[config.mk]
export PLATFORM = sky130hd
export DESIGN_NAME = cd_text_pack_framer_unit
export DESIGN_NICKNAME = d
export VERILOG_FILES = /design/src/ctpf_pkg.sv /design/src/ctpf_ctrl.sv /design/src/ctpf_datapath.sv /design/src/cd_text_pack_framer_unit.sv
export SDC_FILE = /design/constraint.sdc
export NUM_CORES = 1
export LEC_CHECK = 0
export ABC_AREA = 1
export BUFFER_PORTS_ARGS = -buffer_cell sky130_fd_sc_hd__buf_4
export CAP_MARGIN = 20
export CORE_ASPECT_RATIO = 0.5
export CORE_UTILIZATION = 52
export CTS_CLUSTER_SIZE = 30
export DETAILED_ROUTE_END_ITERATION = 10
export PLACE_DENSITY = 0.7
export SLEW_MARGIN = 20
export SYNTH_ARGS = -nofsm -noshare
export SYNTH_HDL_FRONTEND = slang
export SYNTH_SLANG_ARGS = --single-unit
[constraint.sdc]
create_clock -name clk -period 3.2 [get_ports clk]
set_clock_uncertainty 0.05 [all_clocks]
set_input_delay 0.32 -clock clk [delete_from_list [all_inputs] [get_ports clk]]
set_output_delay 0.32 -clock clk [all_outputs]
set_load 0.1 [all_outputs]
[src/ctpf_pkg.sv]
// Shared types and constants for the CD-Text pack framer.
`timescale 1ns / 1ps

package ctpf_pkg;

    localparam int PAYLOAD_LEN = 12;

    localparam logic [4:0] IDX_CRC_HI = 5'd16;
    localparam logic [4:0] IDX_LAST   = 5'd17;
    localparam logic [4:0] IDX_BODY   = 5'd4;

    localparam logic [7:0]  SEQ_LIMIT      = 8'd253;
    localparam logic [15:0] CRC_POLY       = 16'h1021;
    localparam logic [7:0]  TYPE_TITLE     = 8'h80;
    localparam logic [7:0]  TYPE_PERFORMER = 8'h81;
    localparam logic [7:0]  TYPE_SIZE      = 8'h8F;
    localparam logic [3:0]  POS_MAX        = 4'd15;
    localparam logic [7:0]  SIZE_BLOCK_SEQ = 8'd3;
    localparam logic [1:0]  SIZE_PACK_LAST = 2'd2;

    localparam int CFG_INDEX_W = 1;

    typedef enum logic [1:0] {
        CMD_BEGIN,
        CMD_TEXT,
        CMD_END,
        CMD_FINISH
    } cmd_t;

    typedef enum logic [CFG_INDEX_W-1:0] {
        REG_CHARACTER_CODE,
        REG_LANGUAGE_CODE
    } cfg_reg_t;

    typedef struct packed {
        logic set_kind;
        logic store_byte;
        logic clear_fill;
        logic clear_pos;
        logic mark_overflow;
        logic start_text;
        logic start_size;
        logic emit;
        logic emit_last;
        logic emit_error;
        logic text_done;
        logic clear_session;
    } ctl_t;

    typedef struct packed {
        logic overflowed;
        logic seq_full;
        logic fill_empty;
        logic fill_last;
        logic pack_done;
        logic size_done;
        logic out_free;
    } status_t;

endpackage

[src/ctpf_ctrl.sv]
// Command sequencer for the CD-Text pack framer.
`timescale 1ns / 1ps

module ctpf_ctrl
(
    input  logic               clk,
    input  logic               rst_n,
    input  logic               in_valid,
    output logic               in_ready,
    input  logic [1:0]         command,
    input  ctpf_pkg::status_t  status,
    output ctpf_pkg::ctl_t     ctl
);
    import ctpf_pkg::*;

    typedef enum logic [1:0] {
        ST_IDLE,
        ST_TEXT,
        ST_SIZE,
        ST_ERR
    } state_t;

    state_t state_reg;
    state_t state_next;
    cmd_t   cmd;

    assign cmd      = cmd_t'(command);
    assign in_ready = (state_reg == ST_IDLE);

    always_comb
    begin
        ctl        = '0;
        state_next = state_reg;
        case (state_reg)
            ST_IDLE:
            begin
                if (in_valid)
                begin
                    case (cmd)
                        CMD_BEGIN:
                        begin
                            ctl.set_kind   = 1'b1;
                            ctl.clear_fill = 1'b1;
                            ctl.clear_pos  = 1'b1;
                        end
                        CMD_TEXT:
                        begin
                            if (!status.overflowed)
                            begin
                                ctl.store_byte = 1'b1;
                                if (status.fill_last)
                                begin
                                    if (status.seq_full)
                                        ctl.mark_overflow = 1'b1;
                                    else
                                    begin
                                        ctl.start_text = 1'b1;
                                        state_next     = ST_TEXT;
                                    end
                                end
                            end
                        end
                        CMD_END:
                        begin
                            ctl.clear_pos = 1'b1;
                            if (!status.overflowed && !status.fill_empty)
                            begin
                                if (status.seq_full)
                                    ctl.mark_overflow = 1'b1;
                                else
                                begin
                                    ctl.start_text = 1'b1;
                                    state_next     = ST_TEXT;
                                end
                            end
                            else
                                ctl.clear_fill = 1'b1;
                        end
                        CMD_FINISH:
                        begin
                            if (status.overflowed)
                                state_next = ST_ERR;
                            else
                            begin
                                ctl.start_size = 1'b1;
                                state_next     = ST_SIZE;
                            end
                        end
                        default:
                        begin
                            state_next = ST_IDLE;
                        end
                    endcase
                end
            end
            ST_TEXT:
            begin
                if (status.out_free)
                begin
                    ctl.emit      = 1'b1;
                    ctl.emit_last = status.pack_done;
                    if (status.pack_done)
                    begin
                        ctl.text_done = 1'b1;
                        state_next    = ST_IDLE;
                    end
                end
            end
            ST_SIZE:
            begin
                if (status.out_free)
                begin
                    ctl.emit      = 1'b1;
                    ctl.emit_last = status.size_done;
                    if (status.size_done)
                    begin
                        ctl.clear_session = 1'b1;
                        state_next        = ST_IDLE;
                    end
                end
            end
            ST_ERR:
            begin
                if (status.out_free)
                begin
                    ctl.emit_error    = 1'b1;
                    ctl.clear_session = 1'b1;
                    state_next        = ST_IDLE;
                end
            end
            default:
            begin
                state_next = ST_IDLE;
            end
        endcase
    end

    always_ff @(posedge clk or negedge rst_n)
    begin
        if (!rst_n)
            state_reg <= ST_IDLE;
        else
            state_reg <= state_next;
    end

endmodule

[src/ctpf_datapath.sv]
// Payload buffer, session counters, pack byte generator, CRC and output register.
`timescale 1ns / 1ps

module ctpf_datapath
(
    input  logic               clk,
    input  logic               rst_n,
    input  ctpf_pkg::ctl_t     ctl,
    output ctpf_pkg::status_t  status,
    input  logic               pack_kind,
    input  logic [7:0]         text_byte,
    input  logic [6:0]         string_track,
    input  logic [6:0]         first_track,
    input  logic [6:0]         last_track,
    input  logic [7:0]         character_code,
    input  logic [7:0]         language_code,
    output logic               out_valid,
    input  logic               out_ready,
    output logic [7:0]         out_byte,
    output logic               pack_end,
    output logic               last,
    output logic               error
);
    import ctpf_pkg::*;

    logic [7:0]  payload_reg [PAYLOAD_LEN];
    logic [3:0]  fill_reg;
    logic [7:0]  seq_reg;
    logic [3:0]  cpos_reg;
    logic [6:0]  track_reg;
    logic [3:0]  ppos_reg;
    logic        kind_reg;
    logic [7:0]  title_cnt_reg;
    logic [7:0]  perf_cnt_reg;
    logic        overflow_reg;

    logic [4:0]  idx_reg;
    logic [1:0]  pidx_reg;
    logic        size_mode_reg;
    logic [15:0] crc_reg;
    logic [6:0]  first_reg;
    logic [6:0]  last_trk_reg;

    logic        out_valid_reg;
    logic [7:0]  out_byte_reg;
    logic        pack_end_reg;
    logic        last_reg;
    logic        error_reg;

    logic [4:0]  body_pos;
    logic [3:0]  slot;
    logic [7:0]  text_body;
    logic [7:0]  size_body;
    logic [7:0]  cur_byte;
    logic [3:0]  cpos_next;

    function automatic logic [15:0] crc_step(input logic [15:0] crc_in, input logic [7:0] data);
        logic [15:0] c;
        c = crc_in ^ {data, 8'h00};
        for (int b = 0; b < 8; b++)
        begin
            if (c[15])
                c = {c[14:0], 1'b0} ^ CRC_POLY;
            else
                c = {c[14:0], 1'b0};
        end
        return c;
    endfunction

    assign body_pos = idx_reg - IDX_BODY;
    assign slot     = body_pos[3:0];

    always_comb
    begin
        text_body = 8'h00;
        if (slot < fill_reg)
            text_body = payload_reg[slot];
    end

    always_comb
    begin
        size_body = 8'h00;
        case (pidx_reg)
            2'd0:
            begin
                case (slot)
                    4'd0:    size_body = character_code;
                    4'd1:    size_body = {1'b0, first_reg};
                    4'd2:    size_body = {1'b0, last_trk_reg};
                    4'd4:    size_body = title_cnt_reg;
                    4'd5:    size_body = perf_cnt_reg;
                    default: size_body = 8'h00;
                endcase
            end
            2'd1:
            begin
                case (slot)
                    4'd7:    size_body = SIZE_BLOCK_SEQ;
                    4'd8:    size_body = seq_reg + 8'd2;
                    default: size_body = 8'h00;
                endcase
            end
            2'd2:
            begin
                case (slot)
                    4'd4:    size_body = language_code;
                    default: size_body = 8'h00;
                endcase
            end
            default:
            begin
                size_body = 8'h00;
            end
        endcase
    end

    always_comb
    begin
        case (idx_reg)
            5'd0:
                cur_byte = size_mode_reg ? TYPE_SIZE : (kind_reg ? TYPE_PERFORMER : TYPE_TITLE);
            5'd1:
                cur_byte = size_mode_reg ? {6'b0, pidx_reg} : {1'b0, track_reg};
            5'd2:
                cur_byte = size_mode_reg ? (seq_reg + {6'b0, pidx_reg}) : seq_reg;
            5'd3:
                cur_byte = size_mode_reg ? 8'h00 : {4'b0, ppos_reg};
            IDX_CRC_HI:
                cur_byte = ~crc_reg[15:8];
            IDX_LAST:
                cur_byte = ~crc_reg[7:0];
            default:
                cur_byte = size_mode_reg ? size_body : text_body;
        endcase
    end

    always_comb
    begin
        if (text_byte == 8'h00)
            cpos_next = 4'd0;
        else if (cpos_reg < POS_MAX)
            cpos_next = cpos_reg + 4'd1;
        else
            cpos_next = cpos_reg;
    end

    assign status.overflowed = overflow_reg;
    assign status.seq_full   = (seq_reg >= SEQ_LIMIT);
    assign status.fill_empty = (fill_reg == 4'd0);
    assign status.fill_last  = (fill_reg == 4'(PAYLOAD_LEN - 1));
    assign status.pack_done  = (idx_reg == IDX_LAST);
    assign status.size_done  = (idx_reg == IDX_LAST) && (pidx_reg == SIZE_PACK_LAST);
    assign status.out_free   = !out_valid_reg || out_ready;

    always_ff @(posedge clk)
    begin
        if (ctl.store_byte)
            payload_reg[fill_reg] <= text_byte;
    end

    always_ff @(posedge clk or negedge rst_n)
    begin
        if (!rst_n)
        begin
            fill_reg      <= '0;
            seq_reg       <= '0;
            cpos_reg      <= '0;
            track_reg     <= '0;
            ppos_reg      <= '0;
            kind_reg      <= 1'b0;
            title_cnt_reg <= '0;
            perf_cnt_reg  <= '0;
            overflow_reg  <= 1'b0;
        end
        else
        begin
            if (ctl.set_kind)
                kind_reg <= pack_kind;

            if (ctl.clear_session || ctl.mark_overflow || ctl.clear_fill || ctl.text_done)
                fill_reg <= '0;
            else if (ctl.store_byte)
                fill_reg <= fill_reg + 4'd1;

            if (ctl.clear_session || ctl.clear_pos)
                cpos_reg <= '0;
            else if (ctl.store_byte)
                cpos_reg <= cpos_next;

            if (ctl.clear_session)
            begin
                track_reg <= '0;
                ppos_reg  <= '0;
            end
            else if (ctl.store_byte && fill_reg == 4'd0)
            begin
                track_reg <= string_track;
                ppos_reg  <= cpos_reg;
            end

            if (ctl.clear_session)
            begin
                seq_reg       <= '0;
                title_cnt_reg <= '0;
                perf_cnt_reg  <= '0;
            end
            else if (ctl.text_done)
            begin
                seq_reg <= seq_reg + 8'd1;
                if (kind_reg)
                    perf_cnt_reg <= perf_cnt_reg + 8'd1;
                else
                    title_cnt_reg <= title_cnt_reg + 8'd1;
            end

            if (ctl.clear_session)
                overflow_reg <= 1'b0;
            else if (ctl.mark_overflow)
                overflow_reg <= 1'b1;
        end
    end

    always_ff @(posedge clk or negedge rst_n)
    begin
        if (!rst_n)
        begin
            idx_reg       <= '0;
            pidx_reg      <= '0;
            size_mode_reg <= 1'b0;
            crc_reg       <= '0;
        end
        else if (ctl.start_text || ctl.start_size)
        begin
            idx_reg       <= '0;
            pidx_reg      <= '0;
            size_mode_reg <= ctl.start_size;
            crc_reg       <= '0;
        end
        else if (ctl.emit)
        begin
            if (idx_reg == IDX_LAST)
            begin
                idx_reg  <= '0;
                pidx_reg <= pidx_reg + 2'd1;
                crc_reg  <= '0;
            end
            else
            begin
                idx_reg <= idx_reg + 5'd1;
                if (idx_reg < IDX_CRC_HI)
                    crc_reg <= crc_step(crc_reg, cur_byte);
            end
        end
    end

    always_ff @(posedge clk)
    begin
        if (ctl.start_size)
        begin
            first_reg    <= first_track;
            last_trk_reg <= last_track;
        end
    end

    always_ff @(posedge clk or negedge rst_n)
    begin
        if (!rst_n)
            out_valid_reg <= 1'b0;
        else if (ctl.emit || ctl.emit_error)
            out_valid_reg <= 1'b1;
        else if (out_ready)
            out_valid_reg <= 1'b0;
    end

    always_ff @(posedge clk)
    begin
        if (ctl.emit)
        begin
            out_byte_reg <= cur_byte;
            pack_end_reg <= (idx_reg == IDX_LAST);
            last_reg     <= ctl.emit_last;
            error_reg    <= 1'b0;
        end
        else if (ctl.emit_error)
        begin
            out_byte_reg <= 8'h00;
            pack_end_reg <= 1'b0;
            last_reg     <= 1'b1;
            error_reg    <= 1'b1;
        end
    end

    assign out_valid = out_valid_reg;
    assign out_byte  = out_byte_reg;
    assign pack_end  = pack_end_reg;
    assign last      = last_reg;
    assign error     = error_reg;

    a_no_overwrite: assert property (@(posedge clk) disable iff (!rst_n)
        (ctl.emit || ctl.emit_error) |-> (!out_valid_reg || out_ready))
        else $error("result loaded over a pending transaction");

    a_store_in_range: assert property (@(posedge clk) disable iff (!rst_n)
        ctl.store_byte |-> (fill_reg < 4'(PAYLOAD_LEN)))
        else $error("payload write beyond buffer");

    a_pack_wrap: assert property (@(posedge clk) disable iff (!rst_n)
        (ctl.emit && idx_reg == IDX_LAST) |=> (idx_reg == 5'd0 && crc_reg == 16'h0000))
        else $error("pack counter or CRC did not restart");

    a_overflow_sticky: assert property (@(posedge clk) disable iff (!rst_n)
        (overflow_reg && !ctl.clear_session) |=> overflow_reg)
        else $error("overflow dropped without finish");

endmodule

[src/cd_text_pack_framer_unit.sv]
// Top level of the CD-Text pack framer: configuration registers and unit wiring.
`timescale 1ns / 1ps

// Begin commands and text bytes that do not complete a pack are taken in idle.
// A byte that fills the 12-byte payload, or an end command with a partial payload,
// starts one 18-byte pack; a finish emits three 18-byte size packs, or a single
// error result when it reports sequence overflow. in_ready stays low until the
// last result is loaded into the output register, which moves one pack byte per cycle
// unless out_ready is low with a byte pending; the CRC-16 is updated a byte at a time.
// character_code and language_code may be written only while the unit is idle.
module cd_text_pack_framer_unit
(
    input  logic                               clk,
    input  logic                               rst_n,
    input  logic                               in_valid,
    output logic                               in_ready,
    input  logic [1:0]                         command,
    input  logic                               pack_kind,
    input  logic [7:0]                         text_byte,
    input  logic [6:0]                         string_track,
    input  logic [6:0]                         first_track,
    input  logic [6:0]                         last_track,
    output logic                               out_valid,
    input  logic                               out_ready,
    output logic [7:0]                         out_byte,
    output logic                               pack_end,
    output logic                               last,
    output logic                               error,
    input  logic                               cfg_write,
    input  logic [ctpf_pkg::CFG_INDEX_W-1:0]   cfg_index,
    input  logic [7:0]                         cfg_data
);
    import ctpf_pkg::*;

    logic [7:0] char_code_reg;
    logic [7:0] lang_code_reg;
    ctl_t       ctl;
    status_t    status;

    always_ff @(posedge clk or negedge rst_n)
    begin
        if (!rst_n)
        begin
            char_code_reg <= 8'd1;
            lang_code_reg <= 8'd9;
        end
        else if (cfg_write)
        begin
            case (cfg_reg_t'(cfg_index))
                REG_CHARACTER_CODE: char_code_reg <= cfg_data;
                REG_LANGUAGE_CODE:  lang_code_reg <= cfg_data;
                default:            char_code_reg <= char_code_reg;
            endcase
        end
    end

    ctpf_ctrl u_ctrl
    (
        .clk      (clk),
        .rst_n    (rst_n),
        .in_valid (in_valid),
        .in_ready (in_ready),
        .command  (command),
        .status   (status),
        .ctl      (ctl)
    );

    ctpf_datapath u_datapath
    (
        .clk            (clk),
        .rst_n          (rst_n),
        .ctl            (ctl),
        .status         (status),
        .pack_kind      (pack_kind),
        .text_byte      (text_byte),
        .string_track   (string_track),
        .first_track    (first_track),
        .last_track     (last_track),
        .character_code (char_code_reg),
        .language_code  (lang_code_reg),
        .out_valid      (out_valid),
        .out_ready      (out_ready),
        .out_byte       (out_byte),
        .pack_end       (pack_end),
        .last           (last),
        .error          (error)
    );

endmodule
**Word-level counts from Yosys, hierarchy flattened**

Memories as Yosys holds them, arrays and structs flattened.
Index checks and enable logic that the tools add are counted.

- Bits in registers: 113
- Latch bits: 0
- Memory bits (writable): 96
- Bits in read-only memories: 0
- Input bits: 46
- Output and inout port bits: 13
- Memories: 1

- Add/subtract/negate cells: 10
- $mul: 0
- Divide/modulo/power cells: 0
- Magnitude comparators: 4
- Equality and inequality tests: 31
- Shift operators: 0
- Muxes and demuxes: 126
- Bitwise gates (word level): 12
- Reduce and logical (&&, ||, !) cells: 40

Memories:

| memory | words | width | read ports | clocked after Yosys merged registers in | wr ports | line | RTL |
|---|---|---|---|---|---|---|---|
| u_datapath.payload_reg | 12 | 8 | 1 | 0 | 1 | ctpf_datapath.sv:26 | `logic [7:0] payload_reg [PAYLOAD_LEN];` |

Operator list:

| cell | number |
|---|---|
| two-way mux 16 bit | 32 |
| two-way mux 8 bit | 15 |
| two-way mux 13 bit | 8 |
| one-hot mux 8 bit (6 select lines) | 1 |
| one-hot mux 8 bit (5 select lines) | 1 |
| two-way mux 2 bit | 18 |
| two-way mux 4 bit | 9 |
| two-way mux 7 bit | 5 |
| two-way mux 1 bit | 26 |
| adder 8 x 1 -> 8 bit (second input constant) | 3 |
| NOT 3 bit | 8 |
| one-hot mux 8 bit (3 select lines) | 1 |
| nonzero test 2 bit | 10 |
| NOT 8 bit | 2 |
| one-hot mux 8 bit (2 select lines) | 1 |
| bitwise XOR 16 bit | 1 |
| two-way mux 5 bit | 3 |
| AND reduction 2 bit | 7 |
| equality test 4 x 3 -> 1 bit (second input constant) | 3 |
| one-hot mux 2 bit (2 select lines) | 3 |
| equality test 2 bit (second input constant) | 5 |
| equality test 5 x 2 -> 1 bit (second input constant) | 2 |
| equality test 5 bit (second input constant) | 2 |
| AND reduction 10 bit | 1 |
| other kinds (32) | 56 |

**Depth between registers and ports, before layout**

Gate-level depths: netlist (run 1).

- Depth in word-level cells: 55
- Depth in mapped cells: 21
- Depth with buffers taken out: 19

**Cells and area by module**

From an unflattened synthesis (run 1), not the netlist that was laid out.

- Cells, all modules: 1279
- Area total of the unflattened synthesis: 11011.8 sq um

Modules (own cells, without submodules):

| module | times used | cells an instance | area an instance (sq um) | sequential area each (sq um) |
|---|---|---|---|---|
| ctpf_datapath | 1 | 1130 | 9870.7 | 5375.2 |
| cd_text_pack_framer_unit | 1 | 70 | 666.9 | 404.1 |
| ctpf_ctrl | 1 | 79 | 474.2 | 50.0 |

**Worst setup path before layout (run 1)**

Ideal clock, no wire load.

- Kind: reg2reg
- Start point: register u_ctrl.state_reg[0]
- End point: memory u_datapath.payload_reg[1][0], enable pin
- Library setup time: 0.383 ns
- Data arrival time: 2.540 ns
- Setup slack: 0.226 ns
- Stages on the path, launching flop included: 8
- Path buffers: 1
- Period minus slack after synthesis: 2.974 ns
- Path through: dfrtp_1 inv_1 ha_1 nand2_1 inv_1 nand2_1 clkbuf_1 nor3_1

- Word-level cells in the longest chain between the ends: 4

Ends and longest elaborated chain:

| element | line | RTL |
|---|---|---|
| from (decl) | ctpf_ctrl.sv:23 | `state_t state_reg;` |
| from (signal assigned) | ctpf_ctrl.sv:143 | `state_reg <= state_next;` |
| logical NOT 2 bit | -- |  |
| net in_ready | cd_text_pack_framer_unit.sv:16 | `output logic in_ready,` |
| two-way mux 7 bit | ctpf_ctrl.sv:34 | `case (state_reg)` |
| two-way mux 1 bit | ctpf_datapath.sv:157 | `if (ctl.store_byte)` |
| two-way mux 1 bit (not written as such) | ctpf_datapath.sv:158 | `payload_reg[fill_reg] <= text_byte;` |
| to (decl) | ctpf_datapath.sv:26 |  |

The timed path passes the listed nets, and every way through them passes these cells.

**Worst setup path after layout (run 1)**

- Start point: register u_datapath.idx_reg[2]
- End point: register u_datapath.crc_reg[2]

- Word-level cells in the longest chain between the ends: 45
- Elaborated cells between the ends (all ways): 65
- Classes of those cells: 1 x add/sub; 2 x order compare; 11 x eq/ne; 44 x mux; 2 x bitwise; 4 x reduce/logical; 1 x memory

Ends and longest elaborated chain:

| element | line | RTL |
|---|---|---|
| from (decl) | ctpf_datapath.sv:37 | `logic [4:0] idx_reg;` |
| from (signal assigned) | ctpf_datapath.sv:249 | `idx_reg <= idx_reg + 5'd1;` |
| subtractor 4 x 3 -> 4 bit | ctpf_datapath.sv:70 | `assign body_pos = idx_reg - IDX_BODY;` |
| equality test 4 x 3 -> 1 bit, or another cell as far along | ctpf_datapath.sv:86 | `case (slot)` |
| one-hot mux 8 bit (5 select lines), or another cell as far along | ctpf_datapath.sv:86 |  |
| one-hot mux 8 bit (3 select lines) | ctpf_datapath.sv:83 | `case (pidx_reg)` |
| two-way mux 8 bit | ctpf_datapath.sv:133 | `cur_byte = size_mode_reg ? size_body : text_body;` |
| one-hot mux 8 bit (6 select lines) | ctpf_datapath.sv:119 | `case (idx_reg)` |
| bitwise XOR 16 bit | ctpf_datapath.sv:59 | `c = crc_in ^ {data, 8'h00};` |
| two-way mux 13 bit | ctpf_datapath.sv:62 | `if (c[15])` |
| (+29 left out) | -- |  |
| two-way mux 16 bit | ctpf_datapath.sv:241 | `if (idx_reg == IDX_LAST)` |
| two-way mux 16 bit | ctpf_datapath.sv:239 | `else if (ctl.emit)` |
| two-way mux 16 bit | ctpf_datapath.sv:232 | `else if (ctl.start_text \|\| ctl.start_size)` |
| two-way mux 13 bit | ctpf_datapath.sv:62 |  |
| two-way mux 16 bit | ctpf_datapath.sv:250 | `if (idx_reg < IDX_CRC_HI)` |
| two-way mux 16 bit | ctpf_datapath.sv:241 |  |
| two-way mux 16 bit | ctpf_datapath.sv:239 |  |
| two-way mux 16 bit | ctpf_datapath.sv:232 |  |
| to (signal assigned) | ctpf_datapath.sv:251 | `crc_reg <= crc_step(crc_reg, cur_byte);` |
| to (decl) | ctpf_datapath.sv:40 | `logic [15:0] crc_reg;` |

Parallel ways exist; a longest one is shown, timed or not. The select of a mux whose other input is x is not followed.
A chain may end at the register's enable or synchronous reset.

==> flow_summary.toml, run 1 <==
[cells_and_area]
final_core_util_pct = 63.0
area_growth_pct = 15.9
largest_reg_flops = 96
diodes = 0
nets = 1442
drive_gt1_share_pct = 11.5

[routing]
finalWirelength_um = 30000
vias_per_cell = 5.57
ant_nets = 0
drt_iter0_drc = 938
routed-via-count = 9123
drc = 0
wl_per_cell_um = 18.3
firstDrtPassIters = 5

[yosys]
ys_top_cells_by_count = "nand2_1, nand3_1, inv_1"
synth-xor-area-share_pct = 0.324
synth-simple-area-share_pct = 26.4
syn-cell-area_um2 = 10800
yosysMostFrequentCell = "nand2_1"
yosys-mux-area-fraction_pct = 0
ys_seq_elements = 209
syn_inst = 1261
synth_top_family_by_area = "simple AND/OR/NAND/NOR gates"
synth_top_area_share_pct = 33.3
yosysTopAreaCell = "edfxtp_1"
synth_area_per_cell_um2 = 8.58
syn_nets = 1346
synth_cell_type_count = 44
synthAdderAreaFrac_pct = 4.58
synth-edff-count = 120
synthTopCellsByArea = "edfxtp_1, dfrtp_1, nand2_1"
synth_compound_area_share_pct = 7.76
synthArstFlopShare_pct = 42.1
yosys_warnings = 0
ys_seq_area_share_pct = 53.9
synth_top_flop_cell = "edfxtp_1"

[critical_path]
endpoint_kind = "flop"
criticalPathCategory = "reg -> reg"
cp-start-kind = "flop"
arrival_ns = 3.33
cp.required_ns = 3.54
critPathMaxFanout = 12

[sta]
min_period_ns = 3.00
worst_pin_slew_ns = 0.779
max-slew-margin-rel_pct = 48.1
setup_ws_ns = 0.203
finalSetupViolations = 0
maxSlewViolCount = 0
finalCritPeriodShare_pct = 93.7
hold_viol_final = 0
timing.fmax_mhz = 334

[clock_tree]
cts_root_buf = "clkbuf_16"
cts_buffers = 20
clock_latency_ns = 0.52
cts_buffer_depth = 3
cts_tree = "yes"
htreeDepth = 1
path_clk_slew_ns = 0.07
cts_num_sinks = 209

[outcome]
status = "finished clean"

[flow_run]
cap_violations = 0

[die]
die_h_um = 104
io_pins = 59
die_area_um2 = 21400
core_area_um2 = 19900
placementRows = 36
initial_core_util_pct = 54.3
die_w_um = 206

[placement]
hpwl_um = 21400
io_buffers = 58
dp_slack_ns = 0.259
gp_congestion = 0.913

[grt]
grt_pass1_vias = 8684
antenna_found_initial = 1
grt_max_degree = 56
grt.total_usage_pct = 28.7
grt-ovfl-total = 0
grt_pass1_wl_um = 47200

[pwr]
ir_drop_v = 0.000449
p_leak_nw = 5.62
power_density_nw_per_um2 = 912

[worst_hold_path]
hp-class = "in -> reg"
[through the flow]
| stage | hold WS, ns | setup TNS, ns | power, mW | instance area [µm²] | cells |
|---|---|---|---|---|---|
| finish | 0.0112 | 0 | 11.4 | 12500 | 1637 |
| global route | 0.00757 | -0.00113 | 12.2 | 12500 | 1637 |
| CTS | 0.00237 | 0 | 11.4 | 12500 | 1637 |
| floorplan | -0.0256 | 0 | 7.36 | 10800 | 1261 |
| detailed placement | 0.393 | 0 | 8.89 | 11700 | 1581 |
| global placement | 0.387 | 0 | 8.80 | 11700 | 1581 |
[power by group]
group	switching [mW]	total, mW	internal [mW]
Clock	1.08	2.47	1.40
Combinational	3.80	5.31	1.51
Sequential	0.356	3.66	3.30
[cell type report]
| class | instances | area [µm²] |
|---|---|---|
| Clock inverter | 15 | 165 |
| Tap cell | 266 | 333 |
| Sequential cell | 209 | 5830 |
| Fill cell | 1689 | 7370 |
| Inverter | 157 | 589 |
| Multi-Input combinational cell | 858 | 4240 |
| Timing Repair Buffer | 111 | 883 |
| Clock buffer | 21 | 504 |
[metal layers]
layer  global-route usage, %  share of wire [%]  up-vias
li1                        -                  -     4393
met1                    41.2                 45     4313
met2                    43.6                 44      356
met3                    7.24                8.7       59
met4                    6.83                2.3        2
met5                       0              0.053        -
[worst max-delay path, stage by stage, from the launching register on]
cell	delay (ns)
dfrtp_2	0.45
inv_2	0.21
ha_1	0.33
nand3_1	0.31
inv_1	0.29
o21ai_0	0.13
a21oi_1	0.28
nor2_1	0.07
nand4_1	0.13
nand2_1	0.10
nand2_1	0.07
nand2_1	0.08
inv_1	0.08
nand2_1	0.08
nand3_1	0.09
o21ai_0	0.08
[timing repair]
action,CTS,global route
hold buffers,20,0
endpoints found under the setup margin,0,10
resized for setup,0,3
buffers inserted,0,0
hold endpoints to repair,72,0
[worst paths after layout]
check | to | from | slack [ns] | cells after the start
max | u_datapath.crc_reg[2] | u_datapath.idx_reg[2] | 0.20 | 15
min | u_datapath.track_reg[3] | string_track[3] | 0.01 | 3
max reg2reg | u_datapath.crc_reg[2] | u_datapath.idx_reg[2] | 0.20 | 15
min reg2reg | char_code_reg[3] | char_code_reg[3] | 0.44 | 2
max in group asynchronous | lang_code_reg[3] | rst_n | 1.94 | 3
min in group asynchronous | u_datapath.crc_reg[7] | rst_n | 0.37 | 2
[cells by family (layout without fill, tap and decap cells)]
group | after synthesis | count (layout)
AND/OR/NAND/NOR | 657 | 657
XOR/XNOR | 4 | 4
adder cells (fa/ha/maj) | 39 | 39
flip-flops | 209 | 209
AO/OA/AOI/OAI | 158 | 158
buffers and inverters | 194 | 304
[cells in the final DEF, fill, tap and decap left out, types with 3 or more instances in the layout]
cell type / netlist / final
nand2_1: 320 / 319
nand3_1: 194 / 194
inv_1: 145 / 145
edfxtp_1: 120 / 120
o21ai_0: 96 / 96
buf_4: 3 / 91
nor2_1: 86 / 85
dfrtp_1: 85 / 84
ha_1: 38 / 38
a21oi_1: 37 / 37
nor3_1: 26 / 25
clkbuf_16: 0 / 20
dlygate4sd3_1: 0 / 20
inv_2: 10 / 10
nand4_1: 8 / 8
o22ai_1: 7 / 7
nand2_2: 5 / 6
clkinv_1: 2 / 5
clkinv_2: 0 / 5
o21ai_1: 4 / 4
a22oi_1: 4 / 4
xor2_1: 4 / 4
nor2_2: 2 / 3
o211ai_1: 3 / 3
nor2_4: 3 / 3
and3_1: 3 / 3
dfstp_2: 3 / 3
bufinv_16: 0 / 3
clkinvlp_4: 0 / 3
Note: power is estimated with default switching activity, not from simulation.
==> run 2: changes to the inputs <==
- CORE_UTILIZATION: 52 -> 30
- CTS_BUF_LIST: default -> sky130_fd_sc_hd__clkbuf_8 sky130_fd_sc_hd__clkbuf_16
- PLACE_DENSITY: 0.7 -> 0.45
==> run 2 against run 1 <==
The run now ends with negative hold slack left; highest routed layer unchanged; worst hold slack worse by 0.014 ns; largest cell class unchanged; first-iteration DRC count down 37%; power up 2.1%; non-clock buffer count up 2; clock-buffer cell count up 4; sequential share of layout area down 1.4 points; die area up 72%; routed wire length up 7.9%; register-to-register slack worse by 0.02 ns; setup slack worse by 0.024 ns; sequential power about the same; critical path depth up 2.
==> flow_summary.toml, run 2 (synthesis results as in run 1) <==
[cells_and_area]
mostFrequentLayoutCells = "nand2_1, nand3_1, inv_1"
fillers = 3610
nets = 1446
final_cells = 1852
area_growth_pct = 19.4
drive_gt1_share_pct = 12.1
final_core_util_pct = 37.0
diodes = 0
final_common_cell = "nand2_1"
largest_reg_flops = 96

[routing]
finalWirelength_um = 32300
vias_per_cell = 4.85
routed-via-count = 8980
drc = 0
firstDrtPassIters = 5
wl_per_cell_um = 17.5
drt_iter0_drc = 594
ant_nets = 0

[sta]
worst_pin_slew_ns = 0.726
hold_viol_final = 1
rsz0062_at_grt = "no"
timing.fmax_mhz = 331
finalSetupViolations = 0
holdWs_ns = -0.00280
tns_ns = 0
max-slew-margin-rel_pct = 51.6
finalCritPeriodShare_pct = 94.4
min_period_ns = 3.02
maxSlewViolCount = 0

[critical_path]
endpoint_kind = "flop"
criticalPathCategory = "reg -> reg"
cp.required_ns = 3.62
critPathMaxFanout = 12
cp-start-kind = "flop"
arrival_ns = 3.44

[placement]
dp.cells = 1790
io_buffers = 58
gp_congestion = 0.906
hpwl_um = 23500

[clock_tree]
cts_num_sinks = 209
cts_buffers = 22
cts_tree = "yes"
cts_buffer_depth = 3
htreeDepth = 1
clock_latency_ns = 0.53
path_clk_slew_ns = 0.07
cts_root_buf = "clkbuf_16"

[worst_hold_path]
hp-class = "in -> reg"

[grt]
grt_max_degree = 51
grt-ovfl-total = 0
antenna_found_initial = 1
grt.total_usage_pct = 17.8
grt_pass1_vias = 8803
grt_pass1_wl_um = 50400

[die]
initial_core_util_pct = 30.9
die_w_um = 271
io_pins = 59
core_area_um2 = 35000
die_h_um = 136
placementRows = 48
die_area_um2 = 36900

[outcome]
violations = "negative hold slack"
status = "complete, but fails checks"

[pwr]
p_leak_nw = 5.70
ir_drop_v = 0.000369
power_density_nw_per_um2 = 904

[flow_run]
cap_violations = 0
[run 2: per-layer routing]
metal | part of all wire (%) | up-vias | track usage [%]
met1 | 49 | 4356 | 25.0
met3 | 5.0 | 45 | 3.53
met4 | 1.6 | 2 | 3.33
met2 | 45 | 177 | 28.4
met5 | 0.040 | - | 0
li1 | - | 4400 | -
[run 2: where the power goes]
| part | switching, mW | internal (mW) | total (mW) |
|---|---|---|---|
| Combinational | 3.91 | 1.56 | 5.47 |
| Sequential | 0.372 | 3.30 | 3.67 |
| Clock | 1.13 | 1.41 | 2.54 |
[run 2: critical path, cell delays in order (launching register included)]
cell      delay [ns]
dfrtp_1         0.39
inv_2           0.14
ha_1            0.35
clkinv_1        0.10
ha_1            0.33
a21oi_1         0.19
nand2_2         0.14
nor2_1          0.13
nand3_1         0.22
nand3_2         0.21
nand2_1         0.15
nand2_1         0.09
nand2_1         0.06
nand2_1         0.09
nand2_1         0.10
nand2_1         0.07
nand3_1         0.06
nand2_1         0.07
[run 2: final cells by class]
type | count | area, µm² | share of cell area, %
repair buffers | 113 | 917 | 7.10
well taps | 475 | 594 | 4.60
clock inverters | 15 | 105 | 0.813
inverters | 157 | 589 | 4.56
multi-input cells | 858 | 4290 | 33.2
clock buffers | 25 | 592 | 4.58
flip-flops and latches | 209 | 5830 | 45.1
[run 2: stage by stage]
step	setup slack [ns]	instance area [µm²]	power (mW)
after floorplan	0.226	10800	7.36
after global placement	0.176	11900	9.01
after detailed placement	0.117	11900	9.05
after CTS	0.0800	12800	11.6
after global routing	0.00156	12900	12.5
final	0.179	12900	11.7
[run 2: final timing paths]
| path | startpoint | endpoint | slack [ns] | depth (start not counted) |
|---|---|---|---|---|
| min in group asynchronous | rst_n | u_datapath.fill_reg[0] | 0.34 | 2 |
| hold / removal | string_track[5] | u_datapath.track_reg[5] | -0.003 | 3 |
| setup reg to reg | u_datapath.idx_reg[2] | u_datapath.crc_reg[8] | 0.18 | 17 |
| setup / recovery | u_datapath.idx_reg[2] | u_datapath.crc_reg[8] | 0.18 | 17 |
| max in group asynchronous | rst_n | lang_code_reg[3] | 1.99 | 3 |
| hold reg to reg | u_datapath.error | u_datapath.error | 0.44 | 2 |
[run 2: what timing repair did]
| action | CTS | global route |
|---|---|---|
| hold buffers | 21 | 0 |
| endpoints found under the hold margin | 65 | 0 |
| gates resized for setup | 0 | 14 |
| setup buffers | 0 | 1 |
| endpoints found under the setup margin | 0 | 11 |
==> run 3: changes to the inputs <==
==> constraint.sdc (replaced) <==
create_clock -name clk -period 3.2 [get_ports clk]
set_clock_uncertainty 0.05 [all_clocks]
set_input_delay 0 -clock clk [delete_from_list [all_inputs] [get_ports clk]]
set_output_delay 0 -clock clk [all_outputs]
set_load 0.1 [all_outputs]
==> run 3 against run 2 <==
Die area stayed put; maximum frequency increased by 2.9%; highest routed layer is now met4; final area is 2.3% higher; via count increased by 0.78%; sequential share of layout area decreased by 0.99 points; non-clock buffer count increased by 27; critical path depth shrank 1; critical endpoint is now u_datapath.crc_reg[6]; the run now ends clean.
==> flow_summary.toml, run 3 (synthesis results as in run 1) <==
[cells_and_area]
diodes = 0
area_growth_pct = 22.1
nets = 1473
mostFrequentLayoutCells = "nand2_1, nand3_1, inv_1"
final_common_cell = "nand2_1"
final_core_util_pct = 37.8
drive_gt1_share_pct = 11.6
largest_reg_flops = 96

[sta]
finalCritPeriodShare_pct = 91.7
worst_pin_slew_ns = 0.857
holdWs_ns = 0.0248
timing.fmax_mhz = 341
max-slew-margin-rel_pct = 42.9
min_period_ns = 2.94
tns_ns = 0
hold_viol_final = 0
maxSlewViolCount = 0
finalSetupViolations = 0

[routing]
finalWirelength_um = 32400
vias_per_cell = 4.82
firstDrtPassIters = 5
ant_nets = 0
drt_iter0_drc = 609
wl_per_cell_um = 17.2
routed-via-count = 9050
drc = 0

[critical_path]
crit_path_max_incr_delay_ns = 0.42
startpoint = "u_datapath.idx_reg[2]"
cp-start-kind = "flop"
endpoint_kind = "flop"
criticalPathCategory = "reg -> reg"
crit_end = "u_datapath.crc_reg[6]"
rr_startpoint = "u_datapath.idx_reg[2]"
critPathMaxFanout = 12
critPathMostFrequentCell = "nand2_1"
r2r_end = "u_datapath.crc_reg[6]"
arrival_ns = 3.30
crit_buf_inv = 2
r2r.worst_path.cells = 16
cp_cell_sequence = "inv_2 -> ha_1 -> clkinv_1 -> ha_1 -> a21oi_1 -> nand2_2 -> nor2_1 -> nand3_1 -> nand3_2 -> nand2_1 -> nand2_1 -> nand2_1 -> nand2_1 -> nand3_1 -> nand3_1 -> nand2_1"
cp.depth = 16
crit_family = "simple AND/OR/NAND/NOR gates"
rrSetupSlack_ns = 0.26
cp.required_ns = 3.57
crit_slowest_cell = "dfrtp_2"

[grt]
use_met1_pct = 25.3
met3_usage_pct = 2.35
grt-ovfl-total = 0
grt-busiest-layer = "met2"
grt.total_usage_pct = 17.7
antenna_found_initial = 0
grt_pass1_wl_um = 50300
use_met2_pct = 28.8
grt_pass1_vias = 8708
grt_max_degree = 61

[clock_tree]
cts_root_buf = "clkbuf_16"
cts_tree = "yes"
cts_buffers = 22
cts_num_sinks = 209
clock_latency_ns = 0.53
cts_buffer_depth = 3
path_clk_slew_ns = 0.06
cts_setup_buffers = 0
htreeDepth = 1

[worst_hold_path]
hp-class = "in -> reg"

[die]
core_area_um2 = 35000
initial_core_util_pct = 30.9
die_area_um2 = 36900
io_pins = 59
die_w_um = 271
die_h_um = 136
placementRows = 48

[outcome]
status = "finished clean"

[pwr]
p_leak_nw = 5.83
ir_drop_v = 0.000371
power_density_nw_per_um2 = 901

[placement]
hpwl_um = 23500
gp_congestion = 0.918
io_buffers = 58

[flow_run]
cap_violations = 0
-- run 3: cell count changes in the layout (fill, tap and decap cells not counted), sizes merged --
cell and delta:
buf +1, bufinv +4, clkbuf -2, clkinv +1, clkinvlp +1, dlygate4sd3 +26
inv -4
-- run 3: layout make-up --
type | count | area, µm²
sequential | 209 | 5830
multi-input combinational | 858 | 4240
clock inverter | 17 | 215
tap | 475 | 594
clock buffer | 23 | 576
inverter | 157 | 589
fill | 3570 | 21700
timing repair buffer | 140 | 1170
-- run 3: per-stage QoR --
stage	cell area, µm²	instances	setup slack [ns]	power, mW
after floorplan	10800	1261	0.226	7.36
after global placement	11900	1792	0.313	9.00
after detailed placement	11900	1792	0.224	9.02
after CTS	13200	1879	0.214	12.0
after global routing	13200	1879	-0.0349	12.7
final	13200	1879	0.264	11.9
-- run 3: worst min-delay path by stage --
stage | end | from | slack (ns) | cells after the start
global placement | u_ctrl.state_reg[1] | rst_n | 0.10 | 1
detailed placement | u_ctrl.state_reg[1] | rst_n | 0.11 | 1
finish | u_ctrl.state_reg[1] | command[0] | 0.02 | 4
floorplan | char_code_reg[1] | rst_n | -0.35 | 0
global route | u_ctrl.state_reg[1] | command[0] | 0.03 | 4
CTS | u_ctrl.state_reg[1] | command[0] | 0.006 | 4
-- run 3: worst register-to-register path: cells and delay by family, from the launching register on --
family	cells	cell delay, ns
flip-flops	1	0.42
AND/OR/NAND/NOR	11	1.24
adder cells (fa/ha/maj)	2	0.69
AO/OA/AOI/OAI	1	0.21
buffers and inverters	2	0.23
-- run 3: layer usage --
layer / part of all wire [%] / routed length, µm
met1: 48 / 15600
met5: 0 / 0
met3: 4.9 / 1590
met2: 45 / 14700
met4: 1.4 / 460
-- run 3: where the power goes --
group / switching [mW] / total, mW / internal (mW)
clock: 1.13 / 2.84 / 1.71
combinational: 3.86 / 5.40 / 1.54
sequential: 0.348 / 3.65 / 3.30
total: 5.34 / 11.9 / 6.56
-- run 3: timing repair --
item / CTS / global route
endpoints found under the hold margin: 198 / 0
resized for setup: 0 / 3
endpoints found under the setup margin: 0 / 8
hold buffers: 47 / 0
